`src/rtl/qrdse_pkg.sv`:
```
// Shared types, codes and lookup functions for the QR data segment encoder.
package qrdse_pkg;

  typedef enum logic [1:0] {
    CMD_START  = 2'd0,
    CMD_DATA   = 2'd1,
    CMD_FINISH = 2'd2,
    CMD_PAD    = 2'd3
  } cmd_e;

  localparam logic [1:0] MODE_NUMERIC = 2'd0;
  localparam logic [1:0] MODE_ALNUM   = 2'd1;
  localparam logic [1:0] MODE_BYTE    = 2'd2;

  localparam logic [1:0] REG_MODE      = 2'd0;
  localparam logic [1:0] REG_VERSION   = 2'd1;
  localparam logic [1:0] REG_TOTAL     = 2'd2;
  localparam logic [1:0] REG_CODEWORDS = 2'd3;

  localparam logic [1:0] ERR_OK       = 2'd0;
  localparam logic [1:0] ERR_OVERFLOW = 2'd1;
  localparam logic [1:0] ERR_CHAR     = 2'd2;
  localparam logic [1:0] ERR_COUNT    = 2'd3;

  // Pending count value that marks a segment whose finish has been sent.
  localparam logic [1:0] FINISHED = 2'd3;

  localparam logic [7:0] PAD_FIRST  = 8'hEC;
  localparam logic [7:0] PAD_SECOND = 8'h11;

  // Bit counter width; the largest capacity is 2956 codewords of 8 bits.
  localparam int CapW = 15;

  typedef struct packed {
    logic [15:0] value;
    logic [4:0]  bits;
    logic        last;
    logic        done;
    logic [1:0]  err;
  } chunk_t;

  typedef struct packed {
    logic [6:0]  pend_value;
    logic [1:0]  pend_count;
    logic [12:0] chars_seen;
    logic        pad_toggle;
    logic [1:0]  err;
  } enc_state_t;

  typedef struct packed {
    logic [1:0]  mode;
    logic [5:0]  version;
    logic [12:0] char_total;
    logic [11:0] codewords;
  } cfg_t;

  function automatic logic [4:0] count_width(logic [1:0] mode_eff, logic [5:0] version);
    logic [1:0] cls;
    logic [4:0] w;
    cls = (version >= 6'd27) ? 2'd2 : ((version >= 6'd10) ? 2'd1 : 2'd0);
    case (mode_eff)
      MODE_NUMERIC: w = (cls == 2'd2) ? 5'd14 : ((cls == 2'd1) ? 5'd12 : 5'd10);
      MODE_ALNUM:   w = (cls == 2'd2) ? 5'd13 : ((cls == 2'd1) ? 5'd11 : 5'd9);
      default:      w = (cls == 2'd0) ? 5'd8 : 5'd16;
    endcase
    return w;
  endfunction

  // Returns {valid, code} for the 45-character alphanumeric alphabet.
  function automatic logic [6:0] alnum_code(logic [7:0] c);
    logic [6:0] r;
    r = 7'd0;
    if (c >= 8'h30 && c <= 8'h39) begin
      r = {1'b1, 6'(c - 8'h30)};
    end else if (c >= 8'h41 && c <= 8'h5A) begin
      r = {1'b1, 6'(c - 8'h37)};
    end else begin
      case (c)
        8'h20:   r = {1'b1, 6'd36};
        8'h24:   r = {1'b1, 6'd37};
        8'h25:   r = {1'b1, 6'd38};
        8'h2A:   r = {1'b1, 6'd39};
        8'h2B:   r = {1'b1, 6'd40};
        8'h2D:   r = {1'b1, 6'd41};
        8'h2E:   r = {1'b1, 6'd42};
        8'h2F:   r = {1'b1, 6'd43};
        8'h3A:   r = {1'b1, 6'd44};
        default: r = 7'd0;
      endcase
    end
    return r;
  endfunction

endpackage

```
`src/rtl/qr_data_segment_bit_encoder.sv`:
```
// QR data segment encoder: streams mode, count, data, terminator and pad bit chunks.
// A command waits in a staging register until the result queue has room for its chunks.
// Throughput: one command per cycle while the queue has room; start and a finish
// with a partial group each give two chunks, and the one-chunk-per-cycle output port
// then sets the pace. The four-entry queue keeps room for two chunks per command.
// Reset clears the queue, the encoder state and loads the register defaults.
module qr_data_segment_bit_encoder #(
  parameter int unsigned MAX_CODEWORDS = 2956
) (
  input  logic        clk_i,
  input  logic        rst_ni,
  input  logic        cfg_valid_i,
  output logic        cfg_ready_o,
  input  logic [1:0]  cfg_index_i,
  input  logic [12:0] cfg_data_i,
  input  logic        in_valid_i,
  output logic        in_stall_o,
  input  logic [1:0]  command_i,
  input  logic [7:0]  char_byte_i,
  output logic        out_valid_o,
  input  logic        out_stall_i,
  output logic [15:0] chunk_value_o,
  output logic [4:0]  chunk_bits_o,
  output logic        last_o,
  output logic        done_res_o,
  output logic [1:0]  error_o
);

  qrdse_pkg::cfg_t       cfg_q;
  qrdse_pkg::enc_state_t st_q, st_d;
  logic [qrdse_pkg::CapW-1:0] bits_q, bits_d;

  logic            stg_valid_q;
  qrdse_pkg::cmd_e stg_cmd_q;
  logic [7:0]      stg_char_q;

  logic              fire, room, in_accept, pop, two;
  qrdse_pkg::chunk_t first, second, head;

  assign cfg_ready_o = 1'b1;
  assign fire        = stg_valid_q & room;
  assign in_stall_o  = stg_valid_q & ~fire;
  assign in_accept   = in_valid_i & ~in_stall_o;
  assign pop         = out_valid_o & ~out_stall_i;

  always_ff @(posedge clk_i or negedge rst_ni) begin
    if (!rst_ni) begin
      cfg_q.mode       <= qrdse_pkg::MODE_NUMERIC;
      cfg_q.version    <= 6'd1;
      cfg_q.char_total <= '0;
      cfg_q.codewords  <= 12'd19;
    end else if (cfg_valid_i) begin
      unique case (cfg_index_i)
        qrdse_pkg::REG_MODE:      cfg_q.mode       <= cfg_data_i[1:0];
        qrdse_pkg::REG_VERSION:   cfg_q.version    <= cfg_data_i[5:0];
        qrdse_pkg::REG_TOTAL:     cfg_q.char_total <= cfg_data_i;
        qrdse_pkg::REG_CODEWORDS: cfg_q.codewords  <= cfg_data_i[11:0];
      endcase
    end
  end

  always_ff @(posedge clk_i or negedge rst_ni) begin
    if (!rst_ni) begin
      stg_valid_q <= 1'b0;
      st_q        <= '0;
      bits_q      <= '0;
    end else begin
      if (in_accept) begin
        stg_valid_q <= 1'b1;
      end else if (fire) begin
        stg_valid_q <= 1'b0;
      end
      if (fire) begin
        st_q   <= st_d;
        bits_q <= bits_d;
      end
    end
  end

  always_ff @(posedge clk_i) begin
    if (in_accept) begin
      stg_cmd_q  <= qrdse_pkg::cmd_e'(command_i);
      stg_char_q <= char_byte_i;
    end
  end

  qrdse_step #(
    .MaxCodewords(MAX_CODEWORDS)
  ) u_step (
    .cfg_i    (cfg_q),
    .st_i     (st_q),
    .bits_i   (bits_q),
    .cmd_i    (stg_cmd_q),
    .char_i   (stg_char_q),
    .st_o     (st_d),
    .bits_o   (bits_d),
    .first_o  (first),
    .second_o (second),
    .two_o    (two)
  );

  qrdse_rfifo u_rfifo (
    .clk_i    (clk_i),
    .rst_ni   (rst_ni),
    .push_i   (fire),
    .two_i    (two),
    .first_i  (first),
    .second_i (second),
    .pop_i    (pop),
    .room_o   (room),
    .valid_o  (out_valid_o),
    .head_o   (head)
  );

  assign chunk_value_o = head.value;
  assign chunk_bits_o  = head.bits;
  assign last_o        = head.last;
  assign done_res_o    = head.done;
  assign error_o       = head.err;

`ifndef SYNTHESIS
  // Every processed command leaves at least one chunk waiting at the output.
  a_fire_gives_result: assert property (@(posedge clk_i) disable iff (!rst_ni)
    fire |=> out_valid_o)
    else $error("processed command left no result chunk");

  // A latched error holds until a start command is processed.
  a_error_holds: assert property (@(posedge clk_i) disable iff (!rst_ni)
    (st_q.err != qrdse_pkg::ERR_OK && !(fire && stg_cmd_q == qrdse_pkg::CMD_START))
      |=> st_q.err == $past(st_q.err))
    else $error("latched error changed without a start");

  // A start clears the character counter and the partial group.
  a_start_clears: assert property (@(posedge clk_i) disable iff (!rst_ni)
    (fire && stg_cmd_q == qrdse_pkg::CMD_START)
      |=> (st_q.chars_seen == '0 && st_q.pend_count == '0))
    else $error("start did not clear the segment state");
`endif

endmodule

```
`src/rtl/qrdse_step.sv`:
```
// Next-state and result chunk logic for one command of the segment encoder.
module qrdse_step #(
  parameter int unsigned MaxCodewords = 2956
) (
  input  qrdse_pkg::cfg_t             cfg_i,
  input  qrdse_pkg::enc_state_t       st_i,
  input  logic [qrdse_pkg::CapW-1:0]  bits_i,
  input  qrdse_pkg::cmd_e             cmd_i,
  input  logic [7:0]                  char_i,
  output qrdse_pkg::enc_state_t       st_o,
  output logic [qrdse_pkg::CapW-1:0]  bits_o,
  output qrdse_pkg::chunk_t           first_o,
  output qrdse_pkg::chunk_t           second_o,
  output logic                        two_o
);

  localparam int W = qrdse_pkg::CapW;

  logic [11:0]  cw_clamp;
  logic [W-1:0] cap;
  logic [1:0]   mode_eff;

  assign cw_clamp = (cfg_i.codewords > 12'(MaxCodewords)) ? 12'(MaxCodewords)
                                                         : cfg_i.codewords;
  assign cap      = {cw_clamp, 3'b000};
  assign mode_eff = (cfg_i.mode == 2'd3) ? qrdse_pkg::MODE_BYTE : cfg_i.mode;

  always_comb begin
    logic [4:0]   cnt_w;
    logic [W:0]   be_ext;
    logic [W:0]   sum;
    logic [3:0]   digit;
    logic [10:0]  num_val;
    logic [6:0]   an;
    logic [12:0]  an_val;
    logic [4:0]   fl_w;
    logic [W-1:0] be1;
    logic [W-1:0] rem;
    logic [2:0]   term;
    logic [W-1:0] t_sum;
    logic [2:0]   fill;
    logic [3:0]   tf;
    logic [W-1:0] be_fin;
    logic         flush_ok;
    qrdse_pkg::chunk_t tail;

    st_o     = st_i;
    bits_o   = bits_i;
    two_o    = 1'b0;
    first_o  = '0;
    second_o = '0;
    first_o.done = (bits_i == cap);
    first_o.err  = st_i.err;
    tail     = '0;
    flush_ok = 1'b0;

    cnt_w   = qrdse_pkg::count_width(mode_eff, cfg_i.version);
    be_ext  = {1'b0, bits_i};
    sum     = '0;
    digit   = 4'(char_i - 8'h30);
    num_val = 11'(st_i.pend_value) * 11'd10 + 11'(digit);
    an      = qrdse_pkg::alnum_code(char_i);
    an_val  = 13'(st_i.pend_value) * 13'd45 + 13'(an[5:0]);
    fl_w    = (mode_eff == qrdse_pkg::MODE_NUMERIC) ?
              ((st_i.pend_count == 2'd1) ? 5'd4 : 5'd7) : 5'd6;
    be1     = bits_i;
    rem     = '0;
    term    = '0;
    t_sum   = '0;
    fill    = '0;
    tf      = '0;
    be_fin  = '0;

    if (cmd_i == qrdse_pkg::CMD_START) begin
      st_o   = '0;
      bits_o = '0;
      first_o.err = qrdse_pkg::ERR_OK;
      if (cap == '0) begin
        // No room even for the mode indicator.
        st_o.err     = qrdse_pkg::ERR_OVERFLOW;
        first_o.err  = qrdse_pkg::ERR_OVERFLOW;
        first_o.done = 1'b1;
      end else begin
        first_o.value = 16'(4'b0001 << mode_eff);
        first_o.bits  = 5'd4;
        first_o.done  = 1'b0;
        two_o         = 1'b1;
        sum           = (W+1)'(4) + (W+1)'(cnt_w);
        bits_o        = W'(4);
        if ((cfg_i.char_total >> cnt_w) != '0) begin
          st_o.err     = qrdse_pkg::ERR_COUNT;
          second_o.err = qrdse_pkg::ERR_COUNT;
        end else if (sum > (W+1)'(cap)) begin
          st_o.err     = qrdse_pkg::ERR_OVERFLOW;
          second_o.err = qrdse_pkg::ERR_OVERFLOW;
        end else begin
          bits_o         = sum[W-1:0];
          second_o.value = 16'(cfg_i.char_total);
          second_o.bits  = cnt_w;
          second_o.done  = (sum[W-1:0] == cap);
        end
      end
    end else if (st_i.err != qrdse_pkg::ERR_OK) begin
      // Latched error: an empty result until the next start.
    end else if (cmd_i == qrdse_pkg::CMD_DATA) begin
      if (st_i.pend_count == qrdse_pkg::FINISHED) begin
      end else if (st_i.chars_seen >= cfg_i.char_total) begin
        st_o.err    = qrdse_pkg::ERR_COUNT;
        first_o.err = qrdse_pkg::ERR_COUNT;
      end else if (mode_eff == qrdse_pkg::MODE_NUMERIC) begin
        if (char_i < 8'h30 || char_i > 8'h39) begin
          st_o.err    = qrdse_pkg::ERR_CHAR;
          first_o.err = qrdse_pkg::ERR_CHAR;
        end else if (st_i.pend_count == 2'd2) begin
          sum = be_ext + (W+1)'(10);
          if (sum > (W+1)'(cap)) begin
            st_o.err    = qrdse_pkg::ERR_OVERFLOW;
            first_o.err = qrdse_pkg::ERR_OVERFLOW;
          end else begin
            bits_o          = sum[W-1:0];
            first_o.value   = 16'(num_val);
            first_o.bits    = 5'd10;
            first_o.done    = (sum[W-1:0] == cap);
            st_o.pend_value = '0;
            st_o.pend_count = '0;
            st_o.chars_seen = st_i.chars_seen + 13'd1;
          end
        end else begin
          st_o.pend_value = num_val[6:0];
          st_o.pend_count = st_i.pend_count + 2'd1;
          st_o.chars_seen = st_i.chars_seen + 13'd1;
        end
      end else if (mode_eff == qrdse_pkg::MODE_ALNUM) begin
        if (!an[6]) begin
          st_o.err    = qrdse_pkg::ERR_CHAR;
          first_o.err = qrdse_pkg::ERR_CHAR;
        end else if (st_i.pend_count == 2'd1) begin
          sum = be_ext + (W+1)'(11);
          if (sum > (W+1)'(cap)) begin
            st_o.err    = qrdse_pkg::ERR_OVERFLOW;
            first_o.err = qrdse_pkg::ERR_OVERFLOW;
          end else begin
            bits_o          = sum[W-1:0];
            first_o.value   = 16'(an_val);
            first_o.bits    = 5'd11;
            first_o.done    = (sum[W-1:0] == cap);
            st_o.pend_value = '0;
            st_o.pend_count = '0;
            st_o.chars_seen = st_i.chars_seen + 13'd1;
          end
        end else begin
          st_o.pend_value = {1'b0, an[5:0]};
          st_o.pend_count = 2'd1;
          st_o.chars_seen = st_i.chars_seen + 13'd1;
        end
      end else begin
        sum = be_ext + (W+1)'(8);
        if (sum > (W+1)'(cap)) begin
          st_o.err    = qrdse_pkg::ERR_OVERFLOW;
          first_o.err = qrdse_pkg::ERR_OVERFLOW;
        end else begin
          bits_o          = sum[W-1:0];
          first_o.value   = 16'(char_i);
          first_o.bits    = 5'd8;
          first_o.done    = (sum[W-1:0] == cap);
          st_o.chars_seen = st_i.chars_seen + 13'd1;
        end
      end
    end else if (cmd_i == qrdse_pkg::CMD_FINISH) begin
      if (st_i.pend_count != qrdse_pkg::FINISHED) begin
        flush_ok = 1'b1;
        if (st_i.pend_count != 2'd0) begin
          sum = be_ext + (W+1)'(fl_w);
          if (sum > (W+1)'(cap)) begin
            flush_ok     = 1'b0;
            st_o.err     = qrdse_pkg::ERR_OVERFLOW;
            first_o.err  = qrdse_pkg::ERR_OVERFLOW;
          end else begin
            be1           = sum[W-1:0];
            first_o.value = 16'(st_i.pend_value);
            first_o.bits  = fl_w;
            first_o.done  = (be1 == cap);
            two_o         = 1'b1;
          end
        end
        if (flush_ok) begin
          // Terminator of up to four zeros, then zeros up to a byte boundary,
          // both cut short at the capacity.
          rem   = cap - be1;
          term  = (rem < W'(4)) ? rem[2:0] : 3'd4;
          t_sum = be1 + W'(term);
          fill  = 3'd0 - t_sum[2:0];
          if (W'(term) + W'(fill) > rem) begin
            fill = 3'(rem - W'(term));
          end
          tf              = 4'(term) + 4'(fill);
          be_fin          = be1 + W'(tf);
          bits_o          = be_fin;
          st_o.pend_value = '0;
          st_o.pend_count = qrdse_pkg::FINISHED;
          tail.bits       = 5'(tf);
          tail.done       = (be_fin == cap);
          tail.err        = st_i.err;
          if (two_o) begin
            second_o = tail;
          end else begin
            first_o = tail;
          end
        end
      end
    end else begin
      sum = be_ext + (W+1)'(8);
      if (st_i.pend_count == qrdse_pkg::FINISHED && sum <= (W+1)'(cap)) begin
        bits_o          = sum[W-1:0];
        first_o.value   = 16'(st_i.pad_toggle ? qrdse_pkg::PAD_SECOND : qrdse_pkg::PAD_FIRST);
        first_o.bits    = 5'd8;
        first_o.done    = (sum[W-1:0] == cap);
        st_o.pad_toggle = ~st_i.pad_toggle;
      end
    end

    first_o.last  = ~two_o;
    second_o.last = 1'b1;
  end

endmodule

```
`src/rtl/qrdse_rfifo.sv`:
```
// Result chunk queue: takes one or two chunks per cycle, hands out one per cycle.
module qrdse_rfifo (
  input  logic               clk_i,
  input  logic               rst_ni,
  input  logic               push_i,
  input  logic               two_i,
  input  qrdse_pkg::chunk_t  first_i,
  input  qrdse_pkg::chunk_t  second_i,
  input  logic               pop_i,
  output logic               room_o,
  output logic               valid_o,
  output qrdse_pkg::chunk_t  head_o
);

  localparam int Depth = 4;
  localparam int PtrW  = $clog2(Depth);

  qrdse_pkg::chunk_t mem_q [Depth];
  logic [PtrW-1:0] wr_q, wr_d, rd_q, rd_d;
  logic [PtrW:0]   cnt_q, cnt_d;
  logic [PtrW:0]   n_push;

  assign n_push  = push_i ? (two_i ? (PtrW+1)'(2) : (PtrW+1)'(1)) : '0;
  assign wr_d    = wr_q + n_push[PtrW-1:0];
  assign rd_d    = rd_q + PtrW'(pop_i);
  assign cnt_d   = cnt_q + n_push - (PtrW+1)'(pop_i);
  // A push may bring two chunks, so keep space for both.
  assign room_o  = (cnt_q <= (PtrW+1)'(Depth - 2));
  assign valid_o = (cnt_q != '0);
  assign head_o  = mem_q[rd_q];

  always_ff @(posedge clk_i or negedge rst_ni) begin
    if (!rst_ni) begin
      wr_q  <= '0;
      rd_q  <= '0;
      cnt_q <= '0;
    end else begin
      wr_q  <= wr_d;
      rd_q  <= rd_d;
      cnt_q <= cnt_d;
    end
  end

  always_ff @(posedge clk_i) begin
    if (push_i) begin
      mem_q[wr_q] <= first_i;
      if (two_i) begin
        mem_q[wr_q + PtrW'(1)] <= second_i;
      end
    end
  end

endmodule

```
`config.mk`:
```
export PLATFORM = sky130hd
export DESIGN_NAME = qr_data_segment_bit_encoder
export DESIGN_NICKNAME = d
export VERILOG_FILES = /design/src/rtl/qrdse_pkg.sv /design/src/rtl/qr_data_segment_bit_encoder.sv /design/src/rtl/qrdse_step.sv /design/src/rtl/qrdse_rfifo.sv
export SDC_FILE = /design/constraint.sdc
export NUM_CORES = 1
export LEC_CHECK = 0
export BUFFER_PORTS_ARGS = -buffer_cell sky130_fd_sc_hd__clkbuf_2
export CORE_MARGIN = 2
export CORE_UTILIZATION = 35
export DETAILED_ROUTE_END_ITERATION = 10
export GPL_ROUTABILITY_DRIVEN = 0
export SLEW_MARGIN = 0
export SYNTH_ARGS = -nofsm -noshare
export SYNTH_HDL_FRONTEND = slang
export SYNTH_HIERARCHICAL = 1
export SYNTH_SLANG_ARGS = --single-unit
```
`constraint.sdc`:
```
create_clock -name clk_i -period 16.2 [get_ports clk_i]
set_input_delay 0.81 -clock clk_i [delete_from_list [all_inputs] [get_ports clk_i]]
set_output_delay 0.81 -clock clk_i [all_outputs]
set_load 0.01 [all_outputs]
```
==> impl_summary.txt, run 1 <==
----------------------------------------------------
[Run status]
  Result of the run ... completed

[Final layout]
  Core utilization of the finished layout ... 0.381
  Antenna Cells ... 0
  Fill cells ... 5389
  Share of post-route cells with drive strength above 1 ... 0.177
  Synthesis-to-finish area growth ... 7.37%
  Net count of the finished layout ... 2232

[Synthesis]
  Count of warnings emitted by yosys ... 6
  FF+latch count, synth ... 191
  Primary flip-flop cell chosen by synthesis mapping ... sky130_fd_sc_hd__edfxtp_1
  Sequential element share of the synthesized area ... 0.280
  Number of library cell types mapped by synthesis ... around 120
  Avg Inst Size Synth ... 9.39 µm²
  Count of flip-flops with a built-in enable after synthesis ... 110
  Synthesized instance count ... 2033
  Netlist area before placement ... 19100 µm²
  Post-synthesis async set-or-reset flop share ... 0.424

[Min path]
  Path category of the worst min-delay check ... in -> async

[Timing]
  Post-route clock period utilization ... 0.917
  Relative slew slack ... 0.264
  Clock Skew ... ~0.017 ns
  Unrepaired setup endpoints after global routing ... false
  Transition time at the pin with the least slew margin ... 1.10 ns
  Count of final max-slew check failures ... 0
  Post-layout minimum cycle time ... 14.86 ns
  Final setup violation count ... 0
  Count of endpoints failing hold in the final timing report ... 0
  Post-route setup slack ... roughly 1.3 ns
  Maximum clock frequency ... 0.0673 GHz
  Final sum of negative setup slack ... 0 ns

[CTS]
  Setup fix buffers added after clock tree synthesis ... 0
  Clock insertion delay at the later pin of the skew report ... 0.47 ns
  Clock sink count ... 191
  Cts hold-fix bufs ... 0
  Clock-pin slew reported for the worst setup and hold paths after clock tree synthesis ... 0.09 ns
  TritonCTS clock tree ... done
  Resized Gates After CTS ... 0
  Max H-tree Level ... 4
  Clock Tree Root ... sky130_fd_sc_hd__clkbuf_16
  Clock buffer count from CTS ... 17
  Largest buffer count on any clock path ... 2

[Setup path]
  Worst r2r src ... cfg_q[32]
  FF-to-FF setup slack ... roughly 1.3 ns
  Critical path peak fanout ... 26
  Capturing element type of the critical path ... flip-flop
  Start point of the critical path ... cfg_q[32]
  FF-to-FF End ... u_rfifo/mem_q[2][2]
  Data arrival time of the worst path ... between 15 and 20 ns
  Worst path max stage delay ... approximately 0.63 ns
  Cell repeated most along the worst path ... sky130_fd_sc_hd__ha_1
  Critical Path Start Type ... flip-flop
  Critical Path Slowest Stage Cell ... sky130_fd_sc_hd__or4_1
  Required time reported for the critical path endpoint ... ~17 ns
  Worst Setup Path Type ... reg -> reg
  Logic depth of the worst register-to-register path ... 53

[GRT]
  Total GRT Usage ... 0.220
  Vias in the first global route ... ~16000
  Global-route wire length before repair ... 96300 µm
  Maximum number of pins on one net before global-route repair ... 62
  Number of antenna violations at the first check in global routing ... 0
  Final global-route overflow total ... 0

[Pwr]
  Pwr Total ... 0.00396 W
  Static leakage power ... about 8.5 nW
  Total power divided by cell area ... 193 nW/µm²
  Worst VDD drop ... 0.000108 V

[Flow run]
  Max_cap viols ... 0

[Placement]
  Hpwl dp ... 46300 µm
  Worst slack at placement ... 1.61 ns
  Port Buffer Count ... 56

[Routing]
  Post-Route WL ... between 60000 and 70000 µm
  Ratio of routed vias to standard cells ... 6.05
  Violation count after the first detailed-route iteration ... 1984
  First-pass iteration count of the detailed router ... 6
  Detail Route Antenna Nets ... 0
  Number of remaining DRC errors ... 0
  Routed wirelength normalized by instance count ... 23.0 µm
  Via count ... 16600

[Floorplan]
  Number of I/O pins ... between 50 and 60
  Width of the die ... roughly 240 µm
  # rows ... 85
  Initial core utilization ... 0.355
  Area of the core ... 53800 µm²
  Die outline area ... about 56000 µm²
  Die extent in y ... 238 µm

----------------------------------------------------
[how the worst max path moves through the flow]
stage,to,slack (ns),cells after the start
2_1_floorplan,u_rfifo/mem_q[0][2],3.50,59
3_3_place_gp,u_rfifo/mem_q[0][2],2.33,54
3_5_place_dp,u_rfifo/mem_q[2][2],1.61,53
4_1_cts,u_rfifo/mem_q[2][2],1.59,53
5_1_grt,u_rfifo/mem_q[1][2],0.28,53
6_report,u_rfifo/mem_q[2][2],1.34,53
[cell usage after synthesis, types with 42 or more instances]
cell type	n	area (µm²)
sky130_fd_sc_hd__nor3_1	42	210
sky130_fd_sc_hd__clkbuf_1	59	221
sky130_fd_sc_hd__o21ai_0	109	546
sky130_fd_sc_hd__nor2_1	160	601
sky130_fd_sc_hd__mux2_2	115	1290
sky130_fd_sc_hd__a21oi_1	137	686
sky130_fd_sc_hd__dfrtp_1	77	1930
sky130_fd_sc_hd__xor2_1	50	438
sky130_fd_sc_hd__xnor2_1	88	771
sky130_fd_sc_hd__ha_1	153	1910
sky130_fd_sc_hd__nand2_1	150	563
sky130_fd_sc_hd__inv_1	109	409
sky130_fd_sc_hd__nand3_1	49	245
sky130_fd_sc_hd__edfxtp_1	110	3300
[cells in the final DEF (no fill, tap or decap), types with 8 or more instances in the layout]
cell                        count
sky130_fd_sc_hd__xor2_1        50
sky130_fd_sc_hd__o22ai_1       19
sky130_fd_sc_hd__nor3_1        42
sky130_fd_sc_hd__and2_1        23
sky130_fd_sc_hd__xnor2_1       88
sky130_fd_sc_hd__clkbuf_16     18
sky130_fd_sc_hd__mux2_2       115
sky130_fd_sc_hd__buf_4         29
sky130_fd_sc_hd__and3_1        12
sky130_fd_sc_hd__o21bai_1      12
sky130_fd_sc_hd__o21a_1         9
sky130_fd_sc_hd__nand3_1       49
sky130_fd_sc_hd__fa_1          16
sky130_fd_sc_hd__a21o_1        28
sky130_fd_sc_hd__o21ai_0      109
sky130_fd_sc_hd__or3_1         17
sky130_fd_sc_hd__or2_2         13
sky130_fd_sc_hd__dfrtp_1       76
sky130_fd_sc_hd__nor4_1        12
sky130_fd_sc_hd__conb_1        11
sky130_fd_sc_hd__o211ai_1      11
sky130_fd_sc_hd__mux2i_1       16
sky130_fd_sc_hd__mux2_4        40
sky130_fd_sc_hd__ha_1         153
sky130_fd_sc_hd__a31oi_1       26
sky130_fd_sc_hd__inv_1        109
sky130_fd_sc_hd__nand2_1      149
sky130_fd_sc_hd__nand2b_1      30
sky130_fd_sc_hd__a211oi_1      16
sky130_fd_sc_hd__edfxtp_1     110
sky130_fd_sc_hd__mux4_2        25
sky130_fd_sc_hd__a22oi_1       14
sky130_fd_sc_hd__mux2_1        20
sky130_fd_sc_hd__o221ai_1       8
sky130_fd_sc_hd__clkbuf_2      55
sky130_fd_sc_hd__nor2b_1       18
sky130_fd_sc_hd__nor2_1       156
sky130_fd_sc_hd__nand4_1       21
sky130_fd_sc_hd__a21oi_1      137
[kinds of logic (layout without fill, tap and decap cells)]
family | Yosys count | after routing | synth area share
other cells | 3 | 11 | 0.000590
buf+inv | 224 | 229 | 0.0543
fa+ha+maj | 169 | 169 | 0.117
xor+xnor | 144 | 144 | 0.0694
flops | 191 | 191 | 0.280
simple gates | 598 | 598 | 0.162
compound gates | 487 | 487 | 0.167
mux | 217 | 217 | 0.150
[where the power goes]
group	leakage, nW	internal, W	switching (W)
clock network	0.287	0.000214	0.000212
registers	2.03	0.000660	0.000153
logic	6.16	0.00103	0.00169
total	8.48	0.00191	0.00206
[metal layers]
| metal | track usage | vias up | wire [µm] |
|---|---|---|---|
| li1 | - | 7483 | - |
| met1 | 0.303 | 7991 | 26700 |
| met2 | 0.349 | 951 | 28400 |
| met3 | 0.0355 | 160 | 5640 |
| met4 | 0.0799 | 0 | 2270 |
| met5 | 0 | - | 0 |
[per-stage QoR]
stage                     hold slack, ns  std cells  area (µm²)
after floorplan                    0.461       2041       19100
after global placement             0.484       2710       19900
after detailed placement           0.498       2710       19900
after CTS                          0.271       2742       20500
after global routing               0.278       2742       20500
final                              0.276       2742       20500
[registers in the layout, indices dropped and copies added (netlist names)]
name / cells
st_q: 25
u_rfifo/rd_q: 2
u_rfifo/cnt_q: 3
stg_char_q: 8
u_rfifo/mem_q: 100
u_rfifo/wr_q: 2
cfg_q: 33
bits_q: 15
stg_cmd_q: 2
stg_valid_q: 1
[final cells by class]
type / instances / area, µm² / area share
Timing Repair Buffer: 84 / 493 / 0.0241
Clock inverter: 14 / 143 / 0.00696
Inverter: 113 / 424 / 0.0207
Multi-Input combinational cell: 1626 / 12800 / 0.623
Tap cell: 696 / 871 / 0.0425
Sequential cell: 191 / 5340 / 0.260
Clock buffer: 18 / 450 / 0.0220
[worst max-delay path, delay by kind of cell (launching register included)]
family / cells / cell delay, ns
AO/OA/AOI/OAI: 17 / 4.53
XOR/XNOR: 6 / 1.76
AND/OR/NAND/NOR: 15 / 3.90
flip-flops: 1 / 0.58
multiplexers: 2 / 0.46
adder cells (fa/ha/maj): 10 / 3.11
buffers and inverters: 3 / 0.35
Note: power is estimated with default switching activity, not from simulation.
==> run 2: changes to the inputs <==
--- a/config.mk
+++ b/config.mk
@@ -6,6 +6,7 @@
 export NUM_CORES = 1
 export LEC_CHECK = 0
 export BUFFER_PORTS_ARGS = -buffer_cell sky130_fd_sc_hd__clkbuf_2
+export CORE_ASPECT_RATIO = 1.2
 export CORE_MARGIN = 2
 export CORE_UTILIZATION = 35
 export DETAILED_ROUTE_END_ITERATION = 10
==> run 2 against run 1 <==
  * First-iteration DRC count shrank 16%
  * Final area is 0.28% higher
  * Wire length rose by 1.7%
  * Core utilization rose by 0.15 points
  * Final cell count rose by 0.62%
  * Combinational power about the same
  * Non-clock buffer count unchanged
  * Maximum frequency is 0.39% lower
  * Clock skew grew 0.00073 ns
  * Sequential power hardly changed
  * Sequential share of layout area shrank 0.073 points
  * Largest cell class unchanged
  * Largest power group unchanged
==> impl_summary.txt, run 2 (synthesis gave the netlist of run 1 again) <==
----------------------------------------------------
[Run status]
  Result of the run ... completed

[Pwr]
  Net Sw Frac ... 0.520 (+0.00120)
  Worst VDD drop ... 0.000115 V (+6.3%)
  Total internal power ... 0.00193 W (+1.2%)
  Part of the power in the clock network ... 0.115 (+0.008)
  Total power divided by cell area ... 196 nW/µm² (+1.1%)
  Proportion of power drawn by combinational gates ... 0.682 (-0.006)
  Pwr Total ... 0.00402 W (+1.4%)
  Total net switching power ... 0.00209 W (+1.7%)
  Static leakage power ... 8.49 nW (+0.18%)
  Part of the total power dissipated in sequential elements ... 0.202 (-0.003)

[GRT]
  Total GRT Usage ... 0.225 (+0.00473)
  Global-route wire length before repair ... 98300 µm (+2.0%)
  Maximum number of pins on one net before global-route repair ... 56 (-9.7%)
  Final global-route overflow total ... 0 (unchanged)
  Vias in the first global route ... 16600 (+4.2%)
  Number of antenna violations at the first check in global routing ... 0 (unchanged)

[Routing]
  Violation count after the first detailed-route iteration ... 1660 (-16%)
  Routed wirelength normalized by instance count ... 23.2 µm (+1.0%)
  Via count ... 16700 (+0.59%)
  Detail Route Antenna Nets ... 0 (unchanged)
  First-pass iteration count of the detailed router ... 6 (unchanged)
  Ratio of routed vias to standard cells ... 6.05 (about the same)
  Post-Route WL ... 64000 µm (+1.7%)
  Number of remaining DRC errors ... 0 (unchanged)

[CTS]
  Largest buffer count on any clock path ... 2 (unchanged)
  Clock insertion delay at the later pin of the skew report ... 0.45 ns (-0.02 ns)
  Clock buffer count from CTS ... 17 (unchanged)
  Resized Gates After CTS ... 0 (unchanged)
  Clock sink count ... 191 (unchanged)
  Setup fix buffers added after clock tree synthesis ... 0 (unchanged)
  Clock-pin slew reported for the worst setup and hold paths after clock tree synthesis ... 0.09 ns (about the same)
  Clock Tree Root ... sky130_fd_sc_hd__clkbuf_16
  TritonCTS clock tree ... done
  Cts hold-fix bufs ... 0 (unchanged)
  Max H-tree Level ... 4 (unchanged)

[Timing]
  Final setup violation count ... 0 (unchanged)
  Post-route clock period utilization ... 0.921 (+0.00355)
  Count of final max-slew check failures ... 0 (unchanged)
  Post-layout minimum cycle time ... 14.91 ns (+0.0576 ns)
  Transition time at the pin with the least slew margin ... 1.02 ns (-0.0788 ns)
  Maximum clock frequency ... 0.0671 GHz (-0.39%)
  Unrepaired setup endpoints after global routing ... false
  Relative slew slack ... 0.316 (+0.0524)
  Count of endpoints failing hold in the final timing report ... 0 (unchanged)
  Clock Skew ... 0.0181 ns (+0.000730 ns)
  Final sum of negative setup slack ... 0 ns (unchanged)

[Floorplan]
  Initial core utilization ... 0.355 (+0.000363)
  Die extent in y ... 260 µm (+9.4%)
  Area of the core ... 53800 µm² (-0.10%)
  Width of the die ... 217 µm (-8.6%)
  Die outline area ... 56400 µm² (about the same)
  # rows ... 93 (+9.4%)
  Number of I/O pins ... 58 (unchanged)

[Final layout]
  Share of post-route cells with drive strength above 1 ... 0.177 (unchanged)
  Synthesis-to-finish area growth ... 7.67%
  Max FFs per register ... 100 (unchanged)
  Commonest cells after routing, fill and taps aside ... sky130_fd_sc_hd__nor2_1 (156), sky130_fd_sc_hd__ha_1 (153), sky130_fd_sc_hd__nand2_1 (149), sky130_fd_sc_hd__a21oi_1 (137), sky130_fd_sc_hd__mux2_2 (115)
  Finished layout cell area ... 20500 µm² (+0.28%)
  Most common cell after layout, fill and taps aside ... sky130_fd_sc_hd__nor2_1
  Top Registers ... u_rfifo/mem_q (100), cfg_q (33), st_q (25)
  Non-filler cells in the finished layout ... 2759 (+0.62%)
  Largest Register ... u_rfifo/mem_q
  Core utilization of the finished layout ... 0.382 (+0.00146)
  Net count of the finished layout ... 2232 (unchanged)

[Setup path]
  CP Depth ... 53 (unchanged)
  Capturing element type of the critical path ... flip-flop
  Number of buffers and inverters on the critical path ... 3 (unchanged)
  Critical Path Start Type ... flip-flop
  Required time reported for the critical path endpoint ... 16.52 ns (about the same)
  Cell repeated most along the worst path ... sky130_fd_sc_hd__ha_1
  Logic depth of the worst register-to-register path ... 53 (unchanged)
  Worst Setup Path Type ... reg -> reg
  Category of cells accounting for the largest share of critical-path delay ... compound AO/OA/AOI/OAI gates
  Worst path max stage delay ... 0.65 ns (+0.02 ns)
  Critical Path Slowest Stage Cell ... sky130_fd_sc_hd__or4_1
  Data arrival time of the worst path ... 15.23 ns (+0.04 ns)
  Critical path peak fanout ... 26 (unchanged)

[Flow run]
  Max_cap viols ... 0 (unchanged)

[Placement]
  Placed Instance Area ... 19900 µm² (+0.12%)
  Port Buffer Count ... 56 (unchanged)
  # placed instances ... 2726 (+0.59%)
  Hpwl dp ... 47000 µm (+1.5%)

[Min path]
  Path category of the worst min-delay check ... in -> async

----------------------------------------------------
## run 2: stage by stage
stage,setup slack [ns],hold WS (ns)
CTS,1.56,0.277
finish,1.29,0.273
floorplan,3.50,0.461
global placement,2.29,0.487
detailed placement,1.65,0.489
global route,0.444,0.295
## run 2: final timing paths
path,start,end,slack [ns]
worst min register to register,u_rfifo/cnt_q[2],u_rfifo/cnt_q[2],0.50
min in group clk_i,u_rfifo/cnt_q[2],u_rfifo/cnt_q[2],0.50
max in group asynchronous,rst_ni,bits_q[14],14.83
worst max-delay path,cfg_q[32],u_rfifo/mem_q[2][2],1.29
worst max register to register,cfg_q[32],u_rfifo/mem_q[2][2],1.29
worst min-delay path,rst_ni,u_rfifo/rd_q[0],0.27
## run 2: worst reg2reg max path: cells and delay by family (launching register included)
| family | cells | cell delay, ns |
|---|---|---|
| xor gates and xnor gates | 6 | 1.83 |
| muxes | 2 | 0.44 |
| DFF | 1 | 0.57 |
| adders and majority gates | 10 | 3.12 |
| and+or+nand+nor | 15 | 3.96 |
| AOI/OAI and AO/OA | 17 | 4.54 |
| buffers and inverters | 3 | 0.35 |
## run 2: final cells by class
class	count	area, µm²
multi-input combinational	1626	12800
sequential	191	5340
tap	712	891
timing repair buffer	84	493
fill	5396	33200
clock inverter	15	199
inverter	113	424
clock buffer	17	425
antenna	1	2.50
## run 2: metal layers
metal / GRT usage / vias up / share of wire / wire length (µm)
met3: 0.0385 / 255 / 0.081 / 5170
met5: 0 / - / 0 / 0
met4: 0.135 / 0 / 0.067 / 4280
met2: 0.364 / 926 / 0.46 / 29200
li1: - / 7455 / - / -
met1: 0.281 / 8047 / 0.40 / 25400
## run 2: power by group through the flow
| stage | sequential [W] | clock, W | combinational [W] |
|---|---|---|---|
| 3_5_place_dp | 0.000822 | 0 | 0.00265 |
| 6_report | 0.000813 | 0.000464 | 0.00274 |
| 3_3_place_gp | 0.000815 | 0 | 0.00262 |
| 4_1_cts | 0.000812 | 0.000470 | 0.00267 |
| 2_1_floorplan | 0.000724 | 0 | 0.00200 |
| 5_1_grt | 0.000830 | 0.000488 | 0.00296 |
